==> src/hw/rtl/pbp_pkg.sv <==
// Shared types, constants and helpers for the pixel border painter.
`default_nettype none

package pbp_pkg;

   localparam int MAX_DIM = 4096;
   localparam int DIM_W   = $clog2(MAX_DIM) + 1;  // holds MAX_DIM itself
   localparam int POS_W   = $clog2(MAX_DIM);      // column and row counters
   localparam int CSR_IDX_W  = 3;
   localparam int CSR_DATA_W = 32;
   localparam int CHAN_W     = 3;

   localparam logic [CHAN_W-1:0] CHAN_MONO = 3'd1;
   localparam logic [CHAN_W-1:0] CHAN_BGR  = 3'd3;
   localparam logic [CHAN_W-1:0] CHAN_BGRA = 3'd4;
   localparam logic [7:0]        ALPHA_OPAQUE = 8'hFF;

   typedef enum logic [CSR_IDX_W-1:0] {
      CSR_IMAGE_WIDTH     = 3'd0,
      CSR_IMAGE_HEIGHT    = 3'd1,
      CSR_SOURCE_CHANNELS = 3'd2,
      CSR_BORDER_WIDTH    = 3'd3,
      CSR_PAINT_COLOR     = 3'd4,
      CSR_INSERT_ALPHA    = 3'd5,
      CSR_BORDER_BGRA     = 3'd6
   } csr_index_type;

   typedef struct packed {
      logic [DIM_W-1:0] width;
      logic [DIM_W-1:0] height;
      logic [DIM_W-1:0] border;
   } geometry_type;

   typedef struct packed {
      logic in_band;
      logic last;
   } position_type;

   // Force a size register into 1..MAX_DIM.
   function automatic logic [DIM_W-1:0] clamp_dim(input logic [DIM_W-1:0] v);
      logic [DIM_W-1:0] r;
      begin
         r = v;
         if (v == '0) begin
            r = DIM_W'(1);
         end else if (v > DIM_W'(MAX_DIM)) begin
            r = DIM_W'(MAX_DIM);
         end
         return r;
      end
   endfunction

endpackage

`default_nettype wire

==> src/hw/rtl/pbp_position.sv <==
// Column/row tracker and border band test for the pixel border painter.
`default_nettype none

module pbp_position (
   input  wire logic                  clock,
   input  wire logic                  reset,
   input  wire logic                  advance,
   input  wire pbp_pkg::geometry_type geometry,
   output pbp_pkg::position_type      pos
);

   logic [pbp_pkg::POS_W-1:0] column_ff, column_in;
   logic [pbp_pkg::POS_W-1:0] row_ff, row_in;

   logic [pbp_pkg::DIM_W-1:0] w, h, bw, bx, by;
   logic [pbp_pkg::DIM_W-1:0] col_x, row_x, col_inc, row_inc;

   always_comb begin
      w  = pbp_pkg::clamp_dim(geometry.width);
      h  = pbp_pkg::clamp_dim(geometry.height);
      bw = (geometry.border == '0) ? pbp_pkg::DIM_W'(1) : geometry.border;
      bx = (bw < w) ? bw : w;
      by = (bw < h) ? bw : h;

      col_x   = {1'b0, column_ff};
      row_x   = {1'b0, row_ff};
      col_inc = col_x + pbp_pkg::DIM_W'(1);
      row_inc = row_x + pbp_pkg::DIM_W'(1);

      pos.in_band = (row_x < by) || (row_x >= h - by) ||
                    (col_x < bx) || (col_x >= w - bx);
      pos.last    = (col_x == w - pbp_pkg::DIM_W'(1)) &&
                    (row_x == h - pbp_pkg::DIM_W'(1));

      // Wrap at end of row; a row left past a shrunken height drops to zero.
      column_in = column_ff;
      row_in    = row_ff;
      if (advance) begin
         if (col_inc >= w) begin
            column_in = '0;
            row_in    = (row_inc >= h) ? '0 : row_inc[pbp_pkg::POS_W-1:0];
         end else begin
            column_in = col_inc[pbp_pkg::POS_W-1:0];
            if (row_x >= h) begin
               row_in = '0;
            end
         end
      end
   end

   always_ff @(posedge clock) begin
      if (reset) begin
         column_ff <= '0;
         row_ff    <= '0;
      end else begin
         column_ff <= column_in;
         row_ff    <= row_in;
      end
   end

endmodule

`default_nettype wire

==> src/hw/rtl/pixel_border_painter.sv <==
// Top level of the pixel border painter: config registers, pipeline and pixel formatting.
//
// Usage:
//   Pixels arrive in raster order on the req_ channel (valid/ready), one
//   pixel of 1 to 4 bytes per transfer on req_byte_0..req_byte_3. Each
//   accepted pixel yields exactly one result pixel on the rsp_ channel.
//   The csr_ port writes the seven settings (size, source channel count,
//   border width, paint and alpha enables, border color); write it only
//   while no pixel is in flight.
//   A pixel accepted on req_ is registered in the position stage, then in the
//   result register, and is offered on rsp_. Throughput: one pixel per cycle
//   while rsp_ready is high, set by the two pipeline registers (position stage,
//   then format/paint stage), each of which refills in the cycle it is drained.
//   Stall: when rsp_ready is low the result register holds, the position
//   stage fills behind it, and then req_ready drops until the result is
//   taken. No pixel is dropped or repeated.
//   Reset: empties both stages, restarts at column 0, row 0, and loads
//   width 1, height 1, four channels, border 1, painting off, alpha off.
//   rsp_frame_last marks the final pixel of each image.
`default_nettype none

module pixel_border_painter (
   input  wire logic                             clock,
   input  wire logic                             reset,
   // pixel input
   input  wire logic                             req_valid,
   output logic                                  req_ready,
   input  wire logic [7:0]                       req_byte_0,
   input  wire logic [7:0]                       req_byte_1,
   input  wire logic [7:0]                       req_byte_2,
   input  wire logic [7:0]                       req_byte_3,
   // pixel output
   output logic                                  rsp_valid,
   input  wire logic                             rsp_ready,
   output logic [7:0]                            rsp_out_blue,
   output logic [7:0]                            rsp_out_green,
   output logic [7:0]                            rsp_out_red,
   output logic [7:0]                            rsp_out_alpha,
   output logic [pbp_pkg::CHAN_W-1:0]            rsp_out_channels,
   output logic                                  rsp_frame_last,
   // configuration writes
   input  wire logic                             csr_write_enable,
   input  wire logic [pbp_pkg::CSR_IDX_W-1:0]    csr_index,
   input  wire logic [pbp_pkg::CSR_DATA_W-1:0]   csr_wdata
);

   // ---------------------------------------------------------------
   // Configuration registers
   // ---------------------------------------------------------------
   logic [pbp_pkg::DIM_W-1:0]  image_width_ff;
   logic [pbp_pkg::DIM_W-1:0]  image_height_ff;
   logic [pbp_pkg::CHAN_W-1:0] source_channels_ff;
   logic [pbp_pkg::DIM_W-1:0]  border_width_ff;
   logic                       paint_color_ff;
   logic                       insert_alpha_ff;
   logic [31:0]                border_bgra_ff;

   always_ff @(posedge clock) begin
      if (reset) begin
         image_width_ff     <= pbp_pkg::DIM_W'(1);
         image_height_ff    <= pbp_pkg::DIM_W'(1);
         source_channels_ff <= pbp_pkg::CHAN_BGRA;
         border_width_ff    <= pbp_pkg::DIM_W'(1);
         paint_color_ff     <= 1'b0;
         insert_alpha_ff    <= 1'b0;
         border_bgra_ff     <= '0;
      end else if (csr_write_enable) begin
         case (csr_index)
            pbp_pkg::CSR_IMAGE_WIDTH: begin
               image_width_ff <= csr_wdata[pbp_pkg::DIM_W-1:0];
            end
            pbp_pkg::CSR_IMAGE_HEIGHT: begin
               image_height_ff <= csr_wdata[pbp_pkg::DIM_W-1:0];
            end
            pbp_pkg::CSR_SOURCE_CHANNELS: begin
               source_channels_ff <= csr_wdata[pbp_pkg::CHAN_W-1:0];
            end
            pbp_pkg::CSR_BORDER_WIDTH: begin
               border_width_ff <= csr_wdata[pbp_pkg::DIM_W-1:0];
            end
            pbp_pkg::CSR_PAINT_COLOR: begin
               paint_color_ff <= csr_wdata[0];
            end
            pbp_pkg::CSR_INSERT_ALPHA: begin
               insert_alpha_ff <= csr_wdata[0];
            end
            pbp_pkg::CSR_BORDER_BGRA: begin
               border_bgra_ff <= csr_wdata[31:0];
            end
            default: begin
               // unused index: drop the write
            end
         endcase
      end
   end

   // ---------------------------------------------------------------
   // Handshake: each stage refills when empty or when it drains this cycle
   // ---------------------------------------------------------------
   logic s1_valid_ff, s1_valid_in;
   logic s2_ready;
   logic s1_ready;
   logic req_xfer;
   logic s1_xfer;

   assign s2_ready  = !rsp_valid || rsp_ready;
   assign s1_ready  = !s1_valid_ff || s2_ready;
   assign req_ready = s1_ready;
   assign req_xfer  = req_valid && s1_ready;
   assign s1_xfer   = s1_valid_ff && s2_ready;

   // ---------------------------------------------------------------
   // Stage 1: position in the frame, captured with the raw bytes
   // ---------------------------------------------------------------
   pbp_pkg::geometry_type geometry;
   pbp_pkg::position_type pos;

   assign geometry.width  = image_width_ff;
   assign geometry.height = image_height_ff;
   assign geometry.border = border_width_ff;

   pbp_position u_position (
      .clock    (clock),
      .reset    (reset),
      .advance  (req_xfer),
      .geometry (geometry),
      .pos      (pos)
   );

   logic [3:0][7:0] s1_bytes_ff;
   logic            s1_in_band_ff;
   logic            s1_last_ff;

   assign s1_valid_in = req_xfer || (s1_valid_ff && !s2_ready);

   always_ff @(posedge clock) begin
      if (reset) begin
         s1_valid_ff <= 1'b0;
      end else begin
         s1_valid_ff <= s1_valid_in;
      end
   end

   always_ff @(posedge clock) begin
      if (req_xfer) begin
         s1_bytes_ff   <= {req_byte_3, req_byte_2, req_byte_1, req_byte_0};
         s1_in_band_ff <= pos.in_band;
         s1_last_ff    <= pos.last;
      end
   end

   // ---------------------------------------------------------------
   // Stage 2: channel formatting, alpha insertion and border paint
   // ---------------------------------------------------------------
   logic [pbp_pkg::CHAN_W-1:0] src_chan;
   logic [pbp_pkg::CHAN_W-1:0] copy_chan;
   logic [pbp_pkg::CHAN_W-1:0] paint_chan;
   logic [pbp_pkg::CHAN_W-1:0] chan_in;
   logic                       widen;
   logic [3:0][7:0]            px_in;

   always_comb begin
      // Zero counts as mono; anything past four counts as BGRA.
      src_chan = source_channels_ff;
      if (source_channels_ff == '0) begin
         src_chan = pbp_pkg::CHAN_MONO;
      end else if (source_channels_ff > pbp_pkg::CHAN_BGRA) begin
         src_chan = pbp_pkg::CHAN_BGRA;
      end

      widen     = insert_alpha_ff && (src_chan != pbp_pkg::CHAN_BGRA);
      copy_chan = (widen && src_chan > pbp_pkg::CHAN_BGR) ? pbp_pkg::CHAN_BGR : src_chan;
      chan_in   = widen ? pbp_pkg::CHAN_BGRA : src_chan;
      paint_chan = (chan_in > pbp_pkg::CHAN_BGR) ? pbp_pkg::CHAN_BGR : chan_in;

      for (int i = 0; i < 4; i++) begin
         px_in[i] = (pbp_pkg::CHAN_W'(i) < copy_chan) ? s1_bytes_ff[i] : 8'h00;
      end
      if (widen) begin
         px_in[3] = pbp_pkg::ALPHA_OPAQUE;
      end

      if (s1_in_band_ff) begin
         if (paint_color_ff) begin
            for (int i = 0; i < 3; i++) begin
               if (pbp_pkg::CHAN_W'(i) < paint_chan) begin
                  px_in[i] = border_bgra_ff[8*i +: 8];
               end
            end
         end
         if (insert_alpha_ff && chan_in == pbp_pkg::CHAN_BGRA) begin
            px_in[3] = border_bgra_ff[31:24];
         end
      end
   end

   // Result register: hold while the receiver stalls.
   always_ff @(posedge clock) begin
      if (reset) begin
         rsp_valid <= 1'b0;
      end else if (s2_ready) begin
         rsp_valid <= s1_valid_ff;
      end
   end

   always_ff @(posedge clock) begin
      if (s1_xfer) begin
         rsp_out_blue     <= px_in[0];
         rsp_out_green    <= px_in[1];
         rsp_out_red      <= px_in[2];
         rsp_out_alpha    <= px_in[3];
         rsp_out_channels <= chan_in;
         rsp_frame_last   <= s1_last_ff;
      end
   end

   // ---------------------------------------------------------------
   // Assertions
   // ---------------------------------------------------------------
   a_chan_range: assert property (@(posedge clock) disable iff (reset)
      rsp_valid |-> (rsp_out_channels != '0 && rsp_out_channels <= pbp_pkg::CHAN_BGRA))
      else $error("result channel count out of range");

   a_absent_alpha_zero: assert property (@(posedge clock) disable iff (reset)
      (rsp_valid && rsp_out_channels != pbp_pkg::CHAN_BGRA) |-> rsp_out_alpha == 8'h00)
      else $error("alpha set on a pixel without an alpha channel");

   a_full_blocks_input: assert property (@(posedge clock) disable iff (reset)
      (s1_valid_ff && !s2_ready) |-> !req_ready)
      else $error("input accepted while both stages are full");

   a_s1_holds: assert property (@(posedge clock) disable iff (reset)
      (s1_valid_ff && !s2_ready) |=> (s1_valid_ff && $stable(s1_bytes_ff)
                                      && $stable(s1_last_ff)))
      else $error("position stage changed while stalled");

endmodule

`default_nettype wire

==> config.mk <==
export PLATFORM = sky130hd
export DESIGN_NAME = pixel_border_painter
export DESIGN_NICKNAME = d
export VERILOG_FILES = /design/src/hw/rtl/pbp_pkg.sv /design/src/hw/rtl/pbp_position.sv /design/src/hw/rtl/pixel_border_painter.sv
export SDC_FILE = /design/constraint.sdc
export NUM_CORES = 1
export LEC_CHECK = 0
export BUFFER_PORTS_ARGS = -buffer_cell sky130_fd_sc_hd__clkbuf_2
export CORE_UTILIZATION = 45
export CTS_BUF_LIST = sky130_fd_sc_hd__clkbuf_16
export CTS_CLUSTER_SIZE = 14
export DETAILED_ROUTE_END_ITERATION = 10
export HOLD_SLACK_MARGIN = 0.03
export SYNTH_ARGS = -nofsm -noshare
export SYNTH_HDL_FRONTEND = slang
export SYNTH_SLANG_ARGS = --single-unit
==> constraint.sdc <==
create_clock -name clock -period 14.7 [get_ports clock]
set_clock_uncertainty 0.05 [all_clocks]
set_input_delay 2.94 -clock clock [delete_from_list [all_inputs] [get_ports clock]]
set_output_delay 2.94 -clock clock [all_outputs]
set_load 0.01 [all_outputs]
# Word-level counts from Yosys, hierarchy flattened
# Index checks and enable logic that the tools add are counted.
# W data, S select, Z words.
# totals
regBits	172
out_inout_bits	38
elab_cells	117
# op_classes
order_cmp	21
mux	27
n_addsub	6
reduce_logical	30
n_eq_ne	10
# ops
op	count
$mux W13	7
$mux W8	9
$mux W12	4
$ge A12 B13 Y1	3
$logic_not A13 Y1	3
$mux W32	1
$add A12 B1 Y13 const B	2
$eq A12 B13 Y1	2
$ge A13 B13 Y1	2
$gt A13 B13 Y1 const B	2
$lt A12 B13 Y1	2
$lt A13 B13 Y1	2
$sub A13 B1 Y13 const B	2
$sub A13 B13 Y13	2
$mux W24	1
$reduce_and A2 Y1	8
$mux W3	5
$eq A3 B3 Y1 const B	4
$lt A1 B3 Y1 const A	4
$lt A2 B3 Y1 const A	3
$logic_and A1 B1 Y1	7
$eq A3 B2 Y1 const B	2
$gt A3 B2 Y1 const B	2
$logic_not A3 Y1	2
other kinds (6)	13

# Logic depth before layout (Yosys ltp)
# Gate-level depths: netlist (run 1).
# logic_depth
word_depth	12
depth_mapped	33
mapped_depth_nobuf	29

# Cells and area by module
# Synthesis (run 1) repeated with hierarchy kept, for this count alone.
# hier_totals
cells_unflattened	1307
hier_area_um2	12145.4
# modules_own_cells
mod	cells_per_inst	area_each_um2	n_inst
pbp_position	856	6228.5	1
pixel_border_painter	451	5916.9	1

# Worst setup path after synthesis (run 1)
# No wires, ideal clock.
# synth_timing
kind	reg2reg
startpoint	reg image_height_ff[7] (netlist bit)
endpoint	reg s1_in_band_ff (data pin)
required_ps	14389
slack_ps	8330
synth_period_minus_slack_ps	6370
arrival_time_ps	6059
stages_incl_launch_ff	32
path_cell_list	dfxtp_1 > nor4_2 > a41oi_1 > nor2b_1 > clkbuf_1 > inv_1 > ha_1 > nand4_1 > nor2_1 > a211o_1 > nor3_4 > buf_2 > buf_1 > a21oi_1 > ha_1 > inv_1 > nor2_1 > nor2_1 > nand2_1 > maj3_1 > o221ai_1 > a311oi_1 > o21ai_0 > xnor2_1 > ha_1 > a2111oi_0 > o211ai_1 > o2111ai_1 > a22oi_1 > a2111oi_0 > o211ai_1 > a221o_1
# synth_rtl
item	line_no	rtl
start: declaration	pixel_border_painter.sv:51	logic [pbp_pkg::DIM_W-1:0] image_height_ff;
start signal: assignment	pixel_border_painter.sv:61	image_height_ff <= pbp_pkg::DIM_W'(1);
start signal: assignment	pixel_border_painter.sv:73	image_height_ff <= csr_wdata[pbp_pkg::DIM_W-1:0];
end signal: assignment	pixel_border_painter.sv:147	s1_in_band_ff <= pos.in_band;
end: declaration	pixel_border_painter.sv:131	logic s1_in_band_ff;

==> results.yml, run 1 <==
routing:
  first_pass_iters: 5
  vias: 10200
  drt_iter0_markers: 788
  wl_mm: 34.97
  ant_nets: 0
  wl_per_cell_um: 19.81
  drc: 0
  via_per_inst: 5.779
logic_synthesis:
  ys_async_sr_fraction_pct: 0
  synth_area_um2: 11550
  yosysTopAreaCellShare_pct: 18.20
  synth.net_count: 1560
  yosysSeqAreaShare_pct: 35.88
  ys_top_cells_by_area: "edfxtp_1 18%, dfxtp_1 18%, ha_1 14%, nand2_1 6.9%, a21oi_1 6.8%"
  synth_area_leader_cell: "edfxtp_1"
  synth_flop_cell: "dfxtp_1"
  ys_types: 74
  netlist_top_cells_count: "211 x nand2_1, 157 x a21oi_1, 125 x ha_1"
  syn_inst: 1362
  synth_seq_cells: 172
  syn_area_per_cell_um2: 8.479
  ys_warn_count: 0
  yosysMostFrequentCell: "nand2_1"
  synth_edf_count: 70
sta:
  timing.fmax_ghz: 0.1309
  period_share_pct: 51.98
  rsz0062_at_grt: "no"
  min_period_ps: 7641
  tns_ps: 0
  hold_violations: 0
  slew_viol_final: 0
  finalSetupViolCount: 0
  tightest_slew_ps: 1148
  relSlewSlack_pct: 23.32
min_path:
  hold_depth: 0
  hold_path_class: "reg2reg"
  worstHoldEndpoint: "rsp_frame_last$_DFFE_PP_"
  hold_start: "s1_last_ff$_DFFE_PP_"
pwr:
  ir_drop_mv: 0.05922
  leakage_uw: 0.005254
  powerDensity_nw_per_um2: 95.39
  finalPower_uw: 1229
placed_design:
  gp_congestion: 0.9931
  io_buffers: 109
  placed_cells: 1733
  dp_hpwl_mm: 25.65
clock_network:
  clock-root-buffer: "clkbuf_16"
  clkSinkCount: 172
  clk_latency_ps: 440
  cts_setup_buffers: 0
  cts_hold_buf: 0
  htree_levels: 4
  cts_buffers: 17
  cts_max_path_buffers: 2
  cts_tree: "built"
  cts_resized: 0
  clk_pin_slew_ps: 80
critical_path:
  slowest_delay_ps: 570
  slowest_stage: "a311oi_1"
  rr_startpoint: "image_height_ff[12]$_SDFFE_PP0P_"
  startpoint_type: "register"
  worst_ep_required_time_ps: 14840
  crit_fanout: 26
  cp-end-kind: "register"
  crit_path_frequent_cell: "ha_1"
  critPathKind: "reg2reg"
  crit_family: "compound AO/OA/AOI/OAI gates"
  r2r_slack_ps: 7060
  startpoint: "image_height_ff[12]$_SDFFE_PP0P_"
  path_buf_inv: 4
  arrival_ps: 7780
  cp.depth: 29
  reg2reg_depth: 29
  r2r_end: "s1_in_band_ff$_DFFE_PP_"
finish:
  drive_gt1_share_pct: 13.03
  num-nets-final: 1620
  fin_cells: 1765
  area_delta_synth_final_pct: 11.57
  antenna_cells: 0
global_route:
  antenna_found_initial: 0
  grt_max_degree: 62
  grt_first_pass_wirelength_mm: 54.72
  grt_use_total_pct: 27.20
  grt_pass1_vias: 9670
  grt-ovfl-total: 0
floorplanning:
  core_um2: 25180
  die_h_um: 162.2
  io_pins: 110
  rows: 58
  die-width_um: 162.2
  dieArea_um2: 26310
  initial_core_util_pct: 45.86
run:
  maxCapViolCount: 0
status:
  status: "finished clean"
[metal layers]
layer,share of wire (%),track usage (%),wire length [µm],vias up
li1,-,-,-,5017
met1,46,37.04,15960,4801
met2,46,43.27,16030,329
met3,6.5,5.567,2290,53
met4,2.0,8.062,688,0
met5,0,0,0,-
[how the worst max path moves through the flow]
stage / endpoint / slack (ps)
after global routing: s1_in_band_ff$_DFFE_PP_ / 6420
after global placement: s1_in_band_ff$_DFFE_PP_ / 7550
after CTS: s1_in_band_ff$_DFFE_PP_ / 7260
after floorplan: s1_in_band_ff$_DFFE_PP_ / 8330
after detailed placement: s1_in_band_ff$_DFFE_PP_ / 7290
final: s1_in_band_ff$_DFFE_PP_ / 7060
[through the flow]
stage                     instance area (µm²)  setup slack (ps)  hold WS, ps  util, %
after detailed placement                12280              7294        359.9    48.75
final                                   12880              7059        378.2    51.17
after global routing                    12880              6419        385.8    51.17
after floorplan                         11550              8330        350.3        -
after global placement                  12280              7546        370.5    48.75
after CTS                               12880              7257        383.9    51.17
[power by group]
part	internal, µW	switching, µW
Combinational	93.4	142
Clock	232	235
Sequential	515	11.9
Total	840	389
[state kept, by name (all words and copies together), names as in the netlist, 3 cells and up]
register	count
border_width_ff	13
border_bgra_ff	32
rsp_out_alpha	8
rsp_out_red	8
u_position.column_ff	12
image_width_ff	13
rsp_out_green	8
source_channels_ff	3
image_height_ff	13
rsp_out_blue	8
u_position.row_ff	12
rsp_out_channels	3
s1_bytes_ff	32
[cell usage in the layout (no fill, tap or decap), types with 12 or more instances in the layout]
cell type / synthesis / final
a21o_1: 19 / 19
a21oi_1: 157 / 157
a22o_1: 16 / 16
clkbuf_16: 0 / 17
clkbuf_2: 0 / 108
dfxtp_1: 102 / 102
edfxtp_1: 70 / 70
ha_1: 125 / 125
inv_1: 51 / 51
nand2_1: 211 / 211
nand2b_1: 18 / 18
nand3_1: 46 / 46
nand4_1: 16 / 16
nor2_1: 80 / 79
nor2b_1: 29 / 28
nor3_1: 30 / 30
nor4_1: 15 / 15
o21a_1: 17 / 17
o21ai_0: 51 / 51
o22ai_1: 12 / 12
xnor2_1: 51 / 51
xor2_1: 12 / 12
[area by class of cell]
class | instances | area, µm²
Sequential cell | 172 | 4144
Timing Repair Buffer | 117 | 605.6
Inverter | 57 | 215.2
Fill cell | 2421 | 12300
Clock inverter | 15 | 182.7
Multi-Input combinational cell | 1057 | 6899
Tap cell | 330 | 412.9
Clock buffer | 17 | 425.4
[logic make-up (layout without fill, tap and decap cells)]
kind of cell / after synthesis / after routing / share of synthesized area (%)
simple gates: 489 / 489 / 19.74
compound gates: 356 / 356 / 19.26
flops: 172 / 172 / 35.88
buf+inv: 133 / 206 / 4.507
fa+ha+maj: 130 / 130 / 14.10
xor+xnor: 63 / 63 / 4.778
mux: 19 / 19 / 1.734
Power figures use the tool's default switching activity.
==> inputs of run 2 (changes only) <==
--- a/config.mk
+++ b/config.mk
@@ -11,6 +11,7 @@
 export CTS_CLUSTER_SIZE = 14
 export DETAILED_ROUTE_END_ITERATION = 10
 export HOLD_SLACK_MARGIN = 0.03
+export PLACE_DENSITY = 0.66
 export SYNTH_ARGS = -nofsm -noshare
 export SYNTH_HDL_FRONTEND = slang
 export SYNTH_SLANG_ARGS = --single-unit
==> constraint.sdc (replaced) <==
create_clock -name clock -period 6.3 [get_ports clock]
set_clock_uncertainty 0.05 [all_clocks]
set_input_delay 1.26 -clock clock [delete_from_list [all_inputs] [get_ports clock]]
set_output_delay 1.26 -clock clock [all_outputs]
set_load 0.01 [all_outputs]
==> results.yml, run 2 (synthesis results as in run 1) <==
routing:
  first_pass_iters: 6
  vias: 10460
  via_per_inst: 5.796
  drt_iter0_markers: 932
  wl_per_cell_um: 19.39
  drc: 0
  ant_nets: 0
  wl_mm: 34.98
finish:
  fin_cells: 1804
  nFillCells: 2345
  reg.largest.list: "border_bgra_ff x32, s1_bytes_ff x32"
  layout_common_cells: "211 x nand2_1, 157 x a21oi_1, 124 x ha_1"
  seq_area_um2: 4148
  antenna_cells: 0
  area_delta_synth_final_pct: 15.14
  drive_gt1_share_pct: 16.28
  final_common_cell: "nand2_1"
  multi_input_comb_area_um2: 6992
  num-nets-final: 1659
  fin_area_um2: 13300
critical_path:
  slowest_delay_ps: 360
  cp-end-kind: "register"
  worst_ep_required_time_ps: 6440
  slowest_stage: "maj3_1"
  startpoint_type: "register"
  critPathKind: "reg2reg"
  arrival_ps: 6120
  crit_fanout: 4
placed_design:
  placed_cells: 1771
  gp_congestion: 0.9640
  dp_hpwl_mm: 25.77
  io_buffers: 109
  placed_area_um2: 12560
floorplanning:
  rows: 58
  dieArea_um2: 26310
  io_pins: 110
  die_h_um: 162.2
  core_um2: 25180
  initial_core_util_pct: 45.86
  die-width_um: 162.2
global_route:
  grt-ovfl-total: 0
  antenna_found_initial: 0
  grt_pass1_vias: 9737
  grt_first_pass_wirelength_mm: 53.52
  grt_use_total_pct: 26.52
  grt_max_degree: 65
sta:
  min_period_ps: 5980
  period_share_pct: 94.92
  finalSetupViolCount: 0
  hold_ws_ps: 396.6
  relSlewSlack_pct: 23.62
  slew_viol_final: 0
  timing.fmax_ghz: 0.1672
  tightest_slew_ps: 1143
  hold_violations: 0
clock_network:
  cts_tree: "built"
  clk_latency_ps: 440
  clk_pin_slew_ps: 80
  cts_max_path_buffers: 2
  clock-root-buffer: "clkbuf_16"
  cts_buffers: 17
  clkSinkCount: 172
  htree_levels: 4
pwr:
  leakage_uw: 0.005474
  ir_drop_mv: 0.1570
  powerDensity_nw_per_um2: 219.7
min_path:
  hold_path_class: "reg2reg"
run:
  maxCapViolCount: 0
status:
  status: "finished clean"
-- run 2: changes by cell type in the layout (fill, tap and decap cells not counted), sizes merged --
cell	change
clkinv	+1
inv	-1
buf	+39
-- run 2: final timing paths --
| check | start | endpoint | slack [ps] | depth (start not counted) |
|---|---|---|---|---|
| max | image_height_ff[0]$_SDFFE_PP1P_ | s1_in_band_ff$_DFFE_PP_ | 320 | 29 |
| min | s1_last_ff$_DFFE_PP_ | rsp_frame_last$_DFFE_PP_ | 400 | 0 |
| max reg2reg | image_height_ff[0]$_SDFFE_PP1P_ | s1_in_band_ff$_DFFE_PP_ | 320 | 29 |
| min reg2reg | s1_last_ff$_DFFE_PP_ | rsp_frame_last$_DFFE_PP_ | 400 | 0 |
-- run 2: timing repair --
item,CTS,global route
hold buffers,0,0
gates resized for setup,0,22
endpoints found under the setup margin,0,1
buffers inserted,0,1
hold endpoints to repair,0,0
-- run 2: layout make-up --
cell class	count	area share, %
Inverter	57	1.619
Timing Repair Buffer	156	6.756
Clock buffer	17	3.199
Sequential cell	172	31.19
Tap cell	330	3.105
Clock inverter	15	1.543
Multi-Input combinational cell	1057	52.58
-- run 2: per-layer routing --
metal | share of wire [%] | GRT usage [%] | up-vias
met1 | 45 | 36.29 | 5003
met3 | 6.3 | 4.826 | 52
li1 | - | - | 5089
met5 | 0 | 0 | -
met4 | 1.9 | 7.461 | 0
met2 | 47 | 42.61 | 312
-- run 2: worst max-delay path, delay by kind of cell, from the launching register on --
family                     cells  cell delay, ps
AOI/OAI and AO/OA             13            2610
and+or+nand+nor                8            1150
adders and majority gates      4            1140
DFF                            1             330
buffers and inverters          3             300
xor gates and xnor gates       1             140
-- run 2: power by group --
group / leakage [µW] / internal [µW] / total [µW] / switching (µW)
Clock: 0.000300 / 549 / 1120 / 566
Combinational: 0.00368 / 241 / 578 / 337
Sequential: 0.00149 / 1200 / 1230 / 26.2
-- run 2: per-stage QoR --
| step | setup TNS (ps) | worst slack [ps] | total power (µW) | utilization, % |
|---|---|---|---|---|
| 2_1_floorplan | 0 | 62.76 | 1631 | - |
| 3_3_place_gp | 0 | 225.6 | 1796 | 49.87 |
| 3_5_place_dp | 0 | 39.95 | 1799 | 49.87 |
| 4_1_cts | 0 | 12.13 | 2911 | 52.37 |
| 5_1_grt | -75.92 | -75.92 | 3036 | 52.80 |
| 6_report | 0 | 320.1 | 2921 | 52.80 |
